$ cat src/sv/assert_macros.svh
// Assertion macros used by the RTL file heavy_guardian_sketch.
`ifndef ASSERT_MACROS_SVH
`define ASSERT_MACROS_SVH
`ifndef SYNTHESIS
`define ASSERT_IMPL(label, clk, rst_n, prop) \
  label: assert property (@(posedge clk) disable iff (!rst_n) prop) else $error("%m failed");
`define ASSERT_NEVER(label, clk, rst_n, cond) \
  label: assert property (@(posedge clk) disable iff (!rst_n) !(cond)) else $error("%m failed");
`else
`define ASSERT_IMPL(label, clk, rst_n, prop)
`define ASSERT_NEVER(label, clk, rst_n, cond)
`endif
`endif

$ cat src/sv/hgs_ram.sv
// ----------------------------------------------------------------------------
// hgs_ram
// Single-port-write, single-read synchronous RAM with registered read data.
// ----------------------------------------------------------------------------
module hgs_ram #(
  parameter int unsigned Width = 8,
  parameter int unsigned Depth = 16
) (
  input  logic                     clk_i,
  input  logic                     we_i,
  input  logic [$clog2(Depth)-1:0] waddr_i,
  input  logic [Width-1:0]         wdata_i,
  input  logic [$clog2(Depth)-1:0] raddr_i,
  output logic [Width-1:0]         rdata_o
);

  logic [Width-1:0] mem_q [Depth];

  always_ff @(posedge clk_i) begin
    if (we_i) begin
      mem_q[waddr_i] <= wdata_i;
    end
    rdata_o <= mem_q[raddr_i];
  end

endmodule

$ cat config.mk
export PLATFORM = sky130hd
export DESIGN_NAME = hgs_ram
export DESIGN_NICKNAME = d
export VERILOG_FILES = /design/src/sv/assert_macros.svh /design/src/sv/hgs_ram.sv
export SDC_FILE = /design/constraint.sdc
export NUM_CORES = 1
export LEC_CHECK = 0
export BUFFER_PORTS_ARGS = -buffer_cell sky130_fd_sc_hd__buf_2
export CORE_ASPECT_RATIO = 0.5
export CORE_MARGIN = 3
export CORE_UTILIZATION = 45
export DETAILED_ROUTE_END_ITERATION = 8
export SYNTH_ARGS = -nofsm -noshare
export SYNTH_HDL_FRONTEND = slang
export SYNTH_SLANG_ARGS = --single-unit
$ cat constraint.sdc
create_clock -name clk_i -period 3.2 [get_ports clk_i]
set_input_delay 0.32 -clock clk_i [delete_from_list [all_inputs] [get_ports clk_i]]
set_output_delay 0.32 -clock clk_i [all_outputs]
set_load 0.03 [all_outputs]
==> flow_metrics.tcl <==
set metrics [dict create \
    ys_seq_elements 136 \
    min_path_type "input port to register" \
    grt_max_degree 24 \
    hold_viol 0 \
    finalSetupViolCount 0 \
    cts_resized 0 \
    viasPerCell 5.61 \
    max_stage_delay_ns 0.58 \
    critPathCaptureType "register" \
    firstDrtPassIters 4 \
    holdWs_ns 0.294 \
    powerDensity_nw_per_um2 722 \
    cp.arrival_ns 2.10 \
    status "finished clean" \
    finClkSkew_ns 0.00936 \
    wl_um 10200 \
    synthMuxAreaShare_pct 15.0 \
    drv_slew 0 \
    numCtsBuffers 17 \
    relSlewSlack_pct 28.8 \
    synth_edf_count 128 \
    fin_crit_sh_pct 56.3 \
    rrSetupSlack_ns 1.72 \
    drive_gt1_share_pct 29.6 \
    clk_latency_ns 0.42 \
    synth_top_cell_area_share_pct 74.7 \
    synthAdderAreaFrac_pct 0 \
    slowest_stage "mux4_1" \
    syn_area_um2 5150 \
    drtAntennaViolNets 0 \
    clk_pin_slew_ns 0.06 \
    synth-xor-area-share_pct 0 \
    max_cap_violations 0 \
    antenna_found_initial 0 \
    peakVddDrop_mv 0.471 \
    timing_worst_setup_path_type "input port to register" \
    synth_top_family_by_area "multiplexers" \
    core_area_um2 10700 \
    grt_setup_unrepaired "no" \
    clockBufferDepth 2 \
    die_h_um 81.6 \
    htreeDepth 4 \
    async_flop_share_pct 0 \
    finalCriticalPeriod_ns 1.80 \
    grt_overflow_total 0 \
    synth-compound-area-share_pct 2.33 \
    fmax_mhz 555 \
    grt_usage_pct 17.4 \
    tightest_slew_ns 1.06 \
    cp.required_ns 3.50 \
    cp_max_fo 14 \
    syn_area_per_cell_um2 22.5 \
    clock-sinks 136 \
    synthSimpleGateAreaFrac_pct 3.18 \
    ys.flop_type "edfxtp_1" \
    drc 0 \
    start_util_pct 48.2 \
    yosys_warnings 0 \
    synth_common_cells "128 x edfxtp_1, 18 x mux4_2, 16 x a22oi_1" \
    die_x_um 157 \
    routed_wire_length_per_instance_um 24.1 \
    start_kind "input port" \
    ys_top_cells_by_area "edfxtp_1 75%, mux4_2 7.9%, mux4_1 7.1%" \
    grt_pass1_wl_um 15200 \
    place.gp.congestion 0.756 \
    pre_cts_ws_ns 0.951 \
    num-nets-final 289 \
    seq_area_frac_synth_pct 77.8 \
    nFillCells 778 \
    dieArea_um2 12800 \
    drt-initial-drc-count 154 \
    worst_slack_ns 1.40 \
    vias 2378 \
    holdBufCountCts 0 \
    cts_tree "built" \
    synth.net_count 247 \
    synth_top_cell_by_area "edfxtp_1" \
    core.rowCount 26 \
    ys_types 19 \
    crit_chain "buf_2, buf_4, mux4_1, a22oi_1, nand2_1" \
    yosysMostFrequentCell "edfxtp_1" \
    io_buffers 25 \
    grt_pass1_vias 2379 \
    tns_ns 0 \
    ios 26 \
    netlist_instances 229 \
    antenna_cells 0 \
    p_leak_nw 2.05 \
    cts_setup_buffers 0 \
    syn_to_final_growth_pct 18.4 \
    post-dp-hpwl_um 6320 \
    cts_root_buf "clkbuf_16" \
]
per-stage QoR:
stage	util, %	cells	total power [W]	instance area (um^2)
final	57.1	424	0.00440	6100
after global routing	57.1	424	0.00452	6100
after CTS	57.1	424	0.00444	6100
after detailed placement	50.8	392	0.00224	5420
after floorplan	-	229	0.00216	5150
after global placement	50.8	392	0.00224	5420
power breakdown:
part	total, W	internal (W)	switching, W
registers	0.00201	0.00199	0.0000141
logic	0.000200	0.0000740	0.000126
clock network	0.00219	0.00146	0.000732
total	0.00440	0.00353	0.000872
worst paths after layout:
kind                    startpoint                     end  cells past startpoint
max                     raddr_i[0]      rdata_o[0]$_DFF_P_                      5
min reg2reg  mem_q[4][5]$_DFFE_PP_      rdata_o[5]$_DFF_P_                      3
min                     wdata_i[7]  mem_q[15][7]$_DFFE_PP_                      1
max reg2reg  mem_q[9][2]$_DFFE_PP_      rdata_o[2]$_DFF_P_                      3
layout make-up:
type | count | area (um^2) | area share, %
Clock buffer | 17 | 425 | 6.98
Clock inverter | 15 | 250 | 4.10
Multi-Input combinational cell | 83 | 1060 | 17.3
Sequential cell | 136 | 4000 | 65.7
Tap cell | 140 | 175 | 2.87
Timing Repair Buffer | 33 | 185 | 3.04
critical path, delay by kind of cell:
kind	cells	cell delay [ns]
buffers and inverters	2	0.77
AND/OR/NAND/NOR	1	0.09
AO/OA/AOI/OAI	1	0.32
multiplexers	1	0.58
layout by cell type, fill, tap and decap left out:
cell type     n
buf_2        25
nand2_1       9
nor2b_1       1
clkinvlp_4    4
clkbuf_16    17
inv_6         1
bufinv_16     6
nand3b_1      2
mux4_2       18
clkinv_2      1
dfxtp_1       8
buf_4         8
mux4_1       14
clkinv_4      3
nor2_1       13
nor3_1        4
nand2b_1      2
and2b_1       1
a22oi_1      16
and2_1        1
or3b_2        1
edfxtp_1    128
nand3_1       1
registers in the layout (all words and copies together), names as in the netlist:
name / count
mem_q: 128
rdata_o: 8
layer usage:
layer  vias to the layer above  GRT usage [%]  routed length [um]
met5                         -              0                   0
met4                         0           7.01                 113
met3                        10           5.00                 740
met2                        64           24.1                4510
met1                      1243           26.1                4850
li1                       1061              -                   -
cell families after synthesis:
kind of cell | Yosys count
mux | 32
compound gates | 16
simple gates | 35
flops | 136
buf+inv | 10
No activity file was read; power rests on OpenSTA's default activity.
